<file path="config.mk">
export PLATFORM = sky130hd
export DESIGN_NAME = cubic_bezier_easing_unit
export DESIGN_NICKNAME = d
export VERILOG_FILES = /design/src/design/cbe_pkg.sv /design/src/design/cubic_bezier_easing_unit.sv /design/src/design/cbe_engine.sv
export SDC_FILE = /design/constraint.sdc
export NUM_CORES = 2
export LEC_CHECK = 0
export BUFFER_PORTS_ARGS = -buffer_cell sky130_fd_sc_hd__buf_2
export CORE_MARGIN = 5
export CORE_UTILIZATION = 70
export DETAILED_ROUTE_END_ITERATION = 8
export PLACE_DENSITY = 0.86
export SYNTH_ARGS = -nofsm -noshare
export SYNTH_HDL_FRONTEND = slang
export SYNTH_SLANG_ARGS = --single-unit
</file>
<file path="constraint.sdc">
create_clock -name clk -period 31.8 [get_ports clk]
set_clock_uncertainty 0.2 [all_clocks]
set_input_delay 6.36 -clock clk [delete_from_list [all_inputs] [get_ports clk]]
set_output_delay 6.36 -clock clk [all_outputs]
set_load 0.1 [all_outputs]
</file>
<file path="src/design/cbe_pkg.sv">
package cbe_pkg;

  localparam int FRAC_BITS_DEF = 16;
  localparam int MAX_ITER_DEF = 32;
  localparam int LIMIT_W = 6;
  localparam int CFG_IDX_W = 3;
  localparam int PC_W = 5;

  typedef enum logic [CFG_IDX_W-1:0] {
    CFG_CTRL1_X     = 3'd0,
    CFG_CTRL1_Y     = 3'd1,
    CFG_CTRL2_X     = 3'd2,
    CFG_CTRL2_Y     = 3'd3,
    CFG_ITER_LIMIT  = 3'd4
  } cfg_idx_t;

  typedef enum logic [2:0] {
    OP_NOP,
    OP_MUL,
    OP_ADD,
    OP_SUB,
    OP_STEP,
    OP_DONE
  } op_t;

  typedef enum logic [3:0] {
    SRC_ZERO,
    SRC_ONE,
    SRC_THREE,
    SRC_T,
    SRC_X,
    SRC_K0,
    SRC_K1,
    SRC_K2,
    SRC_C1Y,
    SRC_C2Y,
    SRC_ACC,
    SRC_S0,
    SRC_S1,
    SRC_S2
  } src_t;

  typedef enum logic [2:0] {
    DST_NONE,
    DST_ACC,
    DST_S0,
    DST_S1,
    DST_S2
  } dst_t;

  typedef enum logic [1:0] {
    JC_NEVER,
    JC_CNT_ZERO,
    JC_CONTINUE
  } jc_t;

  typedef struct packed {
    op_t              op;
    src_t             a;
    src_t             b;
    dst_t             dst;
    jc_t              jc;
    logic [PC_W-1:0]  target;
  } ucode_t;

  typedef struct packed {
    logic go;
    logic bypass;
  } cbe_start_t;

  localparam logic [PC_W-1:0] UPC_ENTRY = 5'd0;
  localparam logic [PC_W-1:0] UPC_LOOP  = 5'd1;
  localparam logic [PC_W-1:0] UPC_CURVE = 5'd8;
  localparam logic [PC_W-1:0] UPC_DONE  = 5'd20;
  localparam logic [PC_W-1:0] NO_TARGET = 5'd0;

  function automatic ucode_t ucode(input logic [PC_W-1:0] pc);
    ucode_t w;
    unique case (pc)
      // skip the solve when no iterations are allowed
      5'd0:  w = '{OP_NOP,  SRC_ZERO, SRC_ZERO,  DST_NONE, JC_CNT_ZERO, UPC_CURVE};
      // horner evaluation of X(t) - x
      5'd1:  w = '{OP_MUL,  SRC_K0,   SRC_T,     DST_ACC,  JC_NEVER,    NO_TARGET};
      5'd2:  w = '{OP_ADD,  SRC_ACC,  SRC_K1,    DST_ACC,  JC_NEVER,    NO_TARGET};
      5'd3:  w = '{OP_MUL,  SRC_ACC,  SRC_T,     DST_ACC,  JC_NEVER,    NO_TARGET};
      5'd4:  w = '{OP_ADD,  SRC_ACC,  SRC_K2,    DST_ACC,  JC_NEVER,    NO_TARGET};
      5'd5:  w = '{OP_MUL,  SRC_ACC,  SRC_T,     DST_ACC,  JC_NEVER,    NO_TARGET};
      5'd6:  w = '{OP_SUB,  SRC_ACC,  SRC_X,     DST_ACC,  JC_NEVER,    NO_TARGET};
      5'd7:  w = '{OP_STEP, SRC_ZERO, SRC_ZERO,  DST_NONE, JC_CONTINUE, UPC_LOOP};
      // curve y at t
      5'd8:  w = '{OP_SUB,  SRC_ONE,  SRC_T,     DST_S0,   JC_NEVER,    NO_TARGET};
      5'd9:  w = '{OP_MUL,  SRC_T,    SRC_T,     DST_S1,   JC_NEVER,    NO_TARGET};
      5'd10: w = '{OP_MUL,  SRC_S1,   SRC_T,     DST_S2,   JC_NEVER,    NO_TARGET};
      5'd11: w = '{OP_MUL,  SRC_S1,   SRC_S0,    DST_S1,   JC_NEVER,    NO_TARGET};
      5'd12: w = '{OP_MUL,  SRC_S1,   SRC_C2Y,   DST_S1,   JC_NEVER,    NO_TARGET};
      5'd13: w = '{OP_MUL,  SRC_S1,   SRC_THREE, DST_S1,   JC_NEVER,    NO_TARGET};
      5'd14: w = '{OP_ADD,  SRC_S2,   SRC_S1,    DST_S2,   JC_NEVER,    NO_TARGET};
      5'd15: w = '{OP_MUL,  SRC_S0,   SRC_S0,    DST_S1,   JC_NEVER,    NO_TARGET};
      5'd16: w = '{OP_MUL,  SRC_T,    SRC_S1,    DST_S1,   JC_NEVER,    NO_TARGET};
      5'd17: w = '{OP_MUL,  SRC_S1,   SRC_C1Y,   DST_S1,   JC_NEVER,    NO_TARGET};
      5'd18: w = '{OP_MUL,  SRC_S1,   SRC_THREE, DST_S1,   JC_NEVER,    NO_TARGET};
      5'd19: w = '{OP_ADD,  SRC_S2,   SRC_S1,    DST_ACC,  JC_NEVER,    NO_TARGET};
      5'd20: w = '{OP_DONE, SRC_ZERO, SRC_ZERO,  DST_NONE, JC_NEVER,    NO_TARGET};
      default: w = '{OP_DONE, SRC_ZERO, SRC_ZERO, DST_NONE, JC_NEVER,   NO_TARGET};
    endcase
    return w;
  endfunction

endpackage

</file>
<file path="src/design/cubic_bezier_easing_unit.sv">
// Cubic Bezier easing: for each progress beat x_position it solves X(t) = x
// by damped fixed-point steps starting at t = x, then returns Y(t) as a
// saturated signed Q2.FRAC_BITS value on eased_value. A single shared
// multiplier runs a short microprogram: a loop of error evaluations and
// damped steps, then the evaluation of Y(t). The loop runs at most
// iteration_limit times, clamped to MAX_ITER, and stops early when the error
// hits exactly zero. When both control points have x equal to y the solve
// is skipped and x_position itself becomes the result. One item is
// worked on at a time; a finished result waits in an output register while
// the next item is taken. Configuration writes (index 0..4: ctrl1_x, ctrl1_y,
// ctrl2_x, ctrl2_y, iteration_limit) are always accepted and must only be
// issued while the block is idle.
module cubic_bezier_easing_unit #(
  parameter int FRAC_BITS = cbe_pkg::FRAC_BITS_DEF,
  parameter int MAX_ITER = cbe_pkg::MAX_ITER_DEF
) (
  input  logic                            clk,
  input  logic                            rst,
  input  logic                            cfg_valid,
  output logic                            cfg_ready,
  input  logic [cbe_pkg::CFG_IDX_W-1:0]   cfg_index,
  input  logic [FRAC_BITS+2:0]            cfg_data,
  input  logic                            in_valid,
  output logic                            in_ready,
  input  logic [FRAC_BITS:0]              x_position,
  output logic                            out_valid,
  input  logic                            out_ready,
  output logic signed [FRAC_BITS+2:0]     eased_value
);
  import cbe_pkg::*;

  localparam int CNT_W = $clog2(MAX_ITER + 1);
  localparam int KW = FRAC_BITS + 6;
  localparam int YW = FRAC_BITS + 3;
  localparam logic signed [KW-1:0] ONE_K = KW'(1) << FRAC_BITS;

  logic [FRAC_BITS:0]   ctrl1_x;
  logic signed [YW-1:0] ctrl1_y;
  logic [FRAC_BITS:0]   ctrl2_x;
  logic signed [YW-1:0] ctrl2_y;
  logic [LIMIT_W-1:0]   iteration_limit;

  logic signed [KW-1:0] c1x;
  logic signed [KW-1:0] c2x;
  logic signed [KW-1:0] c1x3;
  logic signed [KW-1:0] c2x3;
  logic signed [KW-1:0] k0;
  logic signed [KW-1:0] k1;
  logic signed [KW-1:0] k2;
  logic [CNT_W-1:0]     cnt_init;
  cbe_start_t           start;
  logic                 idle;
  logic                 res_valid;
  logic                 res_ready;
  logic signed [YW-1:0] res;

  assign cfg_ready = 1'b1;

  always_ff @(posedge clk) begin
    if (rst) begin
      ctrl1_x <= '0;
      ctrl1_y <= '0;
      ctrl2_x <= (FRAC_BITS+1)'(1) << FRAC_BITS;
      ctrl2_y <= YW'(1) << FRAC_BITS;
      iteration_limit <= LIMIT_W'(8);
    end else if (cfg_valid && cfg_ready) begin
      unique case (cfg_idx_t'(cfg_index))
        CFG_CTRL1_X:    ctrl1_x <= cfg_data[FRAC_BITS:0];
        CFG_CTRL1_Y:    ctrl1_y <= $signed(cfg_data);
        CFG_CTRL2_X:    ctrl2_x <= cfg_data[FRAC_BITS:0];
        CFG_CTRL2_Y:    ctrl2_y <= $signed(cfg_data);
        CFG_ITER_LIMIT: iteration_limit <= cfg_data[LIMIT_W-1:0];
        default: ;
      endcase
    end
  end

  // polynomial coefficients of X(t)
  always_comb begin
    c1x = $signed(KW'(ctrl1_x));
    c2x = $signed(KW'(ctrl2_x));
    c1x3 = (c1x <<< 1) + c1x;
    c2x3 = (c2x <<< 1) + c2x;
    k0 = ONE_K + c1x3 - c2x3;
    k1 = c2x3 - (c1x3 <<< 1);
    k2 = c1x3;
  end

  always_comb begin
    if (int'(iteration_limit) > MAX_ITER) begin
      cnt_init = CNT_W'(MAX_ITER);
    end else begin
      cnt_init = CNT_W'(iteration_limit);
    end
  end

  assign in_ready = idle;
  assign start.go = in_valid && in_ready;
  assign start.bypass = ($signed(YW'(ctrl1_x)) == ctrl1_y) &&
                        ($signed(YW'(ctrl2_x)) == ctrl2_y);

  cbe_engine #(
    .FRAC_BITS (FRAC_BITS),
    .CNT_W     (CNT_W)
  ) u_engine (
    .clk       (clk),
    .rst       (rst),
    .start     (start),
    .x         (x_position),
    .cnt_init  (cnt_init),
    .k0        (k0),
    .k1        (k1),
    .k2        (k2),
    .c1y       (ctrl1_y),
    .c2y       (ctrl2_y),
    .idle      (idle),
    .res_valid (res_valid),
    .res_ready (res_ready),
    .res       (res)
  );

  // output register
  assign res_ready = !out_valid || out_ready;

  always_ff @(posedge clk) begin
    if (rst) begin
      out_valid <= 1'b0;
    end else if (res_valid && res_ready) begin
      out_valid <= 1'b1;
    end else if (out_ready) begin
      out_valid <= 1'b0;
    end
  end

  always_ff @(posedge clk) begin
    if (res_valid && res_ready) begin
      eased_value <= res;
    end
  end

endmodule

</file>
<file path="src/design/cbe_engine.sv">
module cbe_engine #(
  parameter int FRAC_BITS = cbe_pkg::FRAC_BITS_DEF,
  parameter int CNT_W = $clog2(cbe_pkg::MAX_ITER_DEF + 1)
) (
  input  logic                        clk,
  input  logic                        rst,
  input  cbe_pkg::cbe_start_t         start,
  input  logic [FRAC_BITS:0]          x,
  input  logic [CNT_W-1:0]            cnt_init,
  input  logic signed [FRAC_BITS+5:0] k0,
  input  logic signed [FRAC_BITS+5:0] k1,
  input  logic signed [FRAC_BITS+5:0] k2,
  input  logic signed [FRAC_BITS+2:0] c1y,
  input  logic signed [FRAC_BITS+2:0] c2y,
  output logic                        idle,
  output logic                        res_valid,
  input  logic                        res_ready,
  output logic signed [FRAC_BITS+2:0] res
);
  import cbe_pkg::*;

  localparam int AW = FRAC_BITS + 14;
  localparam int TW = FRAC_BITS + 3;
  localparam int MW = 2 * AW;

  localparam logic signed [AW-1:0] ONE_A   = AW'(1) << FRAC_BITS;
  localparam logic signed [AW-1:0] THREE_A = AW'(3) << FRAC_BITS;
  localparam logic signed [MW-1:0] HALF_M  = MW'(1) << (FRAC_BITS - 1);
  localparam logic signed [AW:0]   LSB_H   = (AW+1)'(1);
  localparam logic signed [AW+1:0] T_MIN   = -((AW+2)'(4) << FRAC_BITS);
  localparam logic signed [AW+1:0] T_MAX   = ((AW+2)'(4) << FRAC_BITS) - (AW+2)'(1);
  localparam logic signed [AW-1:0] Y_MIN   = -(AW'(1) << FRAC_BITS);
  localparam logic signed [AW-1:0] Y_MAX   = AW'(2) << FRAC_BITS;

  logic                 busy;
  logic [PC_W-1:0]      pc;
  logic [CNT_W-1:0]     cnt;
  logic signed [TW-1:0] t;
  logic signed [AW-1:0] acc;
  logic signed [AW-1:0] s0;
  logic signed [AW-1:0] s1;
  logic signed [AW-1:0] s2;
  logic [FRAC_BITS:0]   xr;

  ucode_t               uw;
  logic signed [AW-1:0] a_op;
  logic signed [AW-1:0] b_op;
  logic signed [MW-1:0] prod;
  logic signed [AW-1:0] alu;
  logic signed [AW:0]   half;
  logic signed [AW+1:0] t_diff;
  logic signed [TW-1:0] t_next;
  logic                 jump;
  logic [PC_W-1:0]      pc_next;

  assign uw = ucode(pc);

  function automatic logic signed [AW-1:0] pick(
    input src_t s, input logic signed [TW-1:0] tv, input logic [FRAC_BITS:0] xv,
    input logic signed [AW-1:0] accv, input logic signed [AW-1:0] s0v,
    input logic signed [AW-1:0] s1v, input logic signed [AW-1:0] s2v,
    input logic signed [FRAC_BITS+5:0] k0v, input logic signed [FRAC_BITS+5:0] k1v,
    input logic signed [FRAC_BITS+5:0] k2v, input logic signed [TW-1:0] c1v,
    input logic signed [TW-1:0] c2v);
    logic signed [AW-1:0] v;
    unique case (s)
      SRC_ZERO:  v = '0;
      SRC_ONE:   v = ONE_A;
      SRC_THREE: v = THREE_A;
      SRC_T:     v = AW'(tv);
      SRC_X:     v = $signed(AW'(xv));
      SRC_K0:    v = AW'(k0v);
      SRC_K1:    v = AW'(k1v);
      SRC_K2:    v = AW'(k2v);
      SRC_C1Y:   v = AW'(c1v);
      SRC_C2Y:   v = AW'(c2v);
      SRC_ACC:   v = accv;
      SRC_S0:    v = s0v;
      SRC_S1:    v = s1v;
      SRC_S2:    v = s2v;
      default:   v = '0;
    endcase
    return v;
  endfunction

  always_comb begin
    a_op = pick(uw.a, t, xr, acc, s0, s1, s2, k0, k1, k2, c1y, c2y);
    b_op = pick(uw.b, t, xr, acc, s0, s1, s2, k0, k1, k2, c1y, c2y);
  end

  // rounded fixed-point product, half up
  assign prod = a_op * b_op;

  always_comb begin
    unique case (uw.op)
      OP_MUL:  alu = AW'((prod + HALF_M) >>> FRAC_BITS);
      OP_ADD:  alu = a_op + b_op;
      OP_SUB:  alu = a_op - b_op;
      default: alu = '0;
    endcase
  end

  // damped step: t - floor((err + 1) / 2), clamped
  always_comb begin
    half = ((AW+1)'(acc) + LSB_H) >>> 1;
    t_diff = (AW+2)'(t) - (AW+2)'(half);
    if (t_diff < T_MIN) begin
      t_next = TW'(T_MIN);
    end else if (t_diff > T_MAX) begin
      t_next = TW'(T_MAX);
    end else begin
      t_next = TW'(t_diff);
    end
  end

  always_comb begin
    unique case (uw.jc)
      JC_CNT_ZERO: jump = (cnt == '0);
      JC_CONTINUE: jump = (acc != '0) && (cnt != CNT_W'(1));
      default:     jump = 1'b0;
    endcase
    pc_next = jump ? uw.target : pc + PC_W'(1);
  end

  always_comb begin
    if (acc < Y_MIN) begin
      res = TW'(Y_MIN);
    end else if (acc > Y_MAX) begin
      res = TW'(Y_MAX);
    end else begin
      res = TW'(acc);
    end
  end

  assign idle = !busy;
  assign res_valid = busy && (uw.op == OP_DONE);

  always_ff @(posedge clk) begin
    if (rst) begin
      busy <= 1'b0;
      pc <= UPC_ENTRY;
      cnt <= '0;
    end else if (start.go) begin
      busy <= 1'b1;
      pc <= start.bypass ? UPC_DONE : UPC_ENTRY;
      cnt <= cnt_init;
    end else if (busy) begin
      if (uw.op == OP_DONE) begin
        if (res_ready) begin
          busy <= 1'b0;
        end
      end else begin
        pc <= pc_next;
        if (uw.op == OP_STEP && acc != '0) begin
          cnt <= cnt - CNT_W'(1);
        end
      end
    end
  end

  always_ff @(posedge clk) begin
    if (start.go) begin
      xr <= x;
      t <= TW'($signed({1'b0, x}));
      acc <= $signed(AW'(x));
    end else if (busy) begin
      if (uw.op == OP_STEP && acc != '0) begin
        t <= t_next;
      end
      if (uw.op == OP_MUL || uw.op == OP_ADD || uw.op == OP_SUB) begin
        unique case (uw.dst)
          DST_ACC: acc <= alu;
          DST_S0:  s0 <= alu;
          DST_S1:  s1 <= alu;
          DST_S2:  s2 <= alu;
          default: ;
        endcase
      end
    end
  end

endmodule
</file>
==> impl.org <==
** Drt
- After detailed routing, the number of vias per cell comes to 6.555.
- The detail route stage leaves a number of antenna-violating nets equal to 0.
- Wire length reported by the detailed router :: 160400 um
- Total number of vias :: 41613
- Routed length on met1 :: between 50000 and 60000 um
- First drt pass iteration count :: 9
- Average routed wire per standard cell :: ~25 um
- The routed design uses 68170 um of met2 wire.
- Number of DRC violations after detailed routing :: 1
- Total length of routed met3 wires :: 24180 um
- Detailed Route Iter0 Violations :: 5214
- The detailed router used layers up to and including met5.

** Placed design
- At the end of routability-driven placement, the weighted congestion stood at between 1 and 1.5.
- HPWL after detailed placement :: 120800 um
- Placed cell area :: 0.04904 mm^2
- In this run the tool buffered the top-level ports with 64 buffer cells.

** Clock tree
- CTS placed an instance of sky130_fd_sc_hd__clkbuf_16 at the clock tree root.
- Number of CTS-inserted buffers :: 25
- TritonCTS built the clock tree.
- Number of hold buffers added after cts :: 0
- Clock edge transition at the registers on the reported setup and hold paths :: approximately 0.070 ns
- Postcts setup bufs :: 0
- The clock reaches the later pin of the worst-skew pair after 0.57 ns.
- CTS-repair resized insts :: 0
- Max H-tree Level :: 1
- CTS sink count :: around 280
- No sink is reached through more buffers than the 3 on the longest clock path.

** Outcome
- The checks that failed: design-rule violations.
- Status :: finished, violations left

** Yosys
- Counting every net in the synthesized netlist gives 6649.
- Post-synth top area share :: 31.92%
- Flip-flop cell with the highest count after synthesis :: sky130_fd_sc_hd__edfxtp_1
- Sequential elements use 15.16% of the synthesized area.
- Post-Synthesis Mean Instance Area :: roughly 8.6 um^2
- List of most frequent post-synthesis cells :: sky130_fd_sc_hd__inv_1, sky130_fd_sc_hd__nand2_1, sky130_fd_sc_hd__fa_1
- Counting every instance in the synthesized netlist gives 5540.
- Post-synthesis cell type with the largest combined area :: sky130_fd_sc_hd__fa_1
- Of all flip-flops after synthesis, the portion carrying an async set or reset was 0%.
- In this run, synthesis produced a sequential element count of 282.
- Number of distinct library cells after synthesis :: approximately 110
- Synthesis warning total :: 0
- Top cells by area in the synthesized netlist :: sky130_fd_sc_hd__fa_1, sky130_fd_sc_hd__edfxtp_1, sky130_fd_sc_hd__inv_1, sky130_fd_sc_hd__ha_1, sky130_fd_sc_hd__nand2_1
- Mapped cell area :: 0.04779 mm^2
- In this run, synthesis inferred 160 flip-flops with an integrated enable.
- By instance count, the leading cell after synthesis is sky130_fd_sc_hd__inv_1.

** Setup path
- Element type at the critical path start :: register
- Critical Path Slowest Stage Cell :: sky130_fd_sc_hd__fa_1
- The largest single stage delay on the critical path is 0.55 ns.
- Top cell by count, worst path :: sky130_fd_sc_hd__fa_1
- The worst setup path is captured at a register.
- For the worst setup path, the data arrival time is approximately 15 ns.
- Critical Path Fanout Max :: 16
- Data required, critical path :: ~32 ns
- By startpoint and endpoint, the worst setup path is classified as register to register.

** Die
- Die Height :: 271.3 um
- The floorplan step defined a die boundary enclosing 0.07360 mm^2.
- Die outline width :: 271.3 um
- Number of top-level pins :: 66
- For this configuration, the core starts out at a cell density of between 70% and 80%.
- In this run the core area contains 95 standard-cell rows.
- The floorplan step defined a core boundary enclosing between 0.06 and 0.07 mm^2.

** Timing
- Setup violators final :: 0
- Fmax :: 0.06724 GHz
- Number of max-slew violations in the final report :: 0
- Final Critical Period :: between 10 and 15 ns
- Unrepaired setup endpoints after global routing :: false
- Final worst path period share :: 46.77%
- At the pin with the least slew margin, the transition time is 1.365 ns.
- Headroom to the max-slew limit :: 8.972%
- Sum of negative setup slack :: 0 ns
- The hold violation total from the final report came to 0.

** Cells and area
- Area growth from synthesis to layout :: 4.348%
- Fraction of layout instances using a drive strength above 1 :: under 10%
- Post-Layout Inst Area :: 0.04987 mm^2
- The net count of the finished layout is 6560.

** Power
- Relative contribution of sequential cells to total power :: 18.7%
- Power density over cell area :: 54.36 mW/mm^2
- Internal power comes to 0.001256 W.
- For this design the total switching power over the nets is 0.001455 W.
- Proportion of power drawn by the clock network :: 11.7%
- VDD sags by at most about 0.00005 V.
- Lkg Pwr :: 23.36 nW
- Comb power frac :: 69.6%
- In this run switching power makes up 53.68% of total power.

** Job
- Max-cap violations in this run came to 0.

** GRT
- The via count of the first global-routing pass is between 40000 and 50000.
- The first global-routing pass estimated 245700 um of wire.
- In the global route stage, overall resource usage came out at 43.40%.
- Pin count of the biggest net entering global routing :: 93
- The number of antenna violations at the first check in global routing was 10.
- After global routing the overflow that remains totals 0.

** Min path
- Worst min-delay path class :: register to register
-- registers in the layout, summed over array words and instances (netlist names), 19 cells and up --
signal and cells:
ctrl1_y 19, u_engine.s1 30, ctrl2_y 19, u_engine.acc 30
u_engine.s2 30, u_engine.s0 30, eased_value 19, u_engine.t 19
-- power by group through the flow --
stage	Combinational (W)	Sequential, W	Clock, W
3_5_place_dp	0.00180	0.000508	0
4_1_cts	0.00182	0.000500	0.000312
3_3_place_gp	0.00175	0.000506	0
5_1_grt	0.00202	0.000505	0.000330
6_report	0.00189	0.000507	0.000316
2_1_floorplan	0.00124	0.000476	0
-- cell families after synthesis --
| group | count (synthesis) | synth area share (%) |
|---|---|---|
| fa+ha+maj | 1071 | 39.98 |
| flops | 282 | 15.16 |
| xor+xnor | 274 | 5.212 |
| simple gates | 1709 | 16.27 |
| buf+inv | 1332 | 10.61 |
| compound gates | 846 | 12.18 |
| other cells | 1 | 0.007846 |
| mux | 25 | 0.5759 |
-- path summary, 6_finish.rpt --
check	to	slack, ns	startpoint	depth (start not counted)
min reg2reg	out_valid	0.31	out_valid	2
max reg2reg	u_engine.s0[29]	16.93	ctrl2_x[1]	51
max	u_engine.s0[29]	16.93	ctrl2_x[1]	51
min	out_valid	0.31	out_valid	2
-- worst max-delay path: cells and delay by family, from the launching register on --
family,cells,cell delay [ns]
xor gates and xnor gates,4,1.16
DFF,1,0.38
buffers and inverters,8,0.86
adders and majority gates,13,5.62
AOI/OAI and AO/OA,22,5.26
and+or+nand+nor,4,1.09
-- layer usage --
layer  vias to the layer above  global-route usage, %
met1                     20095                  55.60
met2                      3181                  65.56
met3                       881                  14.38
li1                      17446                      -
met4                        10                  24.00
met5                         -                0.06579
-- metrics by stage --
step	worst slack [ns]	util, %	hold slack (ns)	instances	total power (W)
global placement	17.54	72.76	0.2871	6297	0.002258
finish	16.93	74.00	0.3112	6348	0.002711
detailed placement	17.22	72.76	0.3000	6297	0.002307
CTS	17.17	73.98	0.3135	6343	0.002629
global route	16.26	73.98	0.3324	6344	0.002857
floorplan	19.02	-	0.2607	5540	0.001719
-- final cells by class --
class | count | area (um^2)
inverters | 1052 | 3951
clock inverters | 16 | 148.9
diodes | 5 | 12.51
clock buffers | 30 | 674.4
well taps | 873 | 1092
fillers | 4985 | 17520
repair buffers | 164 | 1071
multi-input cells | 3926 | 35670
flip-flops and latches | 282 | 7247
-- layout by cell type, fill, tap and decap left out, drive strengths merged, types with 43 or more instances in the layout --
master | Yosys | layout
nand2 | 801 | 801
inv | 1045 | 1051
xnor2 | 181 | 181
nand2b | 44 | 44
buf | 40 | 164
nand3 | 81 | 81
o21ai | 146 | 146
xor2 | 88 | 88
ha | 303 | 303
fa | 762 | 762
a21oi | 233 | 233
a22oi | 76 | 76
edfxtp | 160 | 160
nor2b | 94 | 94
and2 | 130 | 130
nor2 | 357 | 357
a21o | 55 | 55
nor3 | 43 | 43
dfxtp | 122 | 122
(Power assumes the default switching activity.)
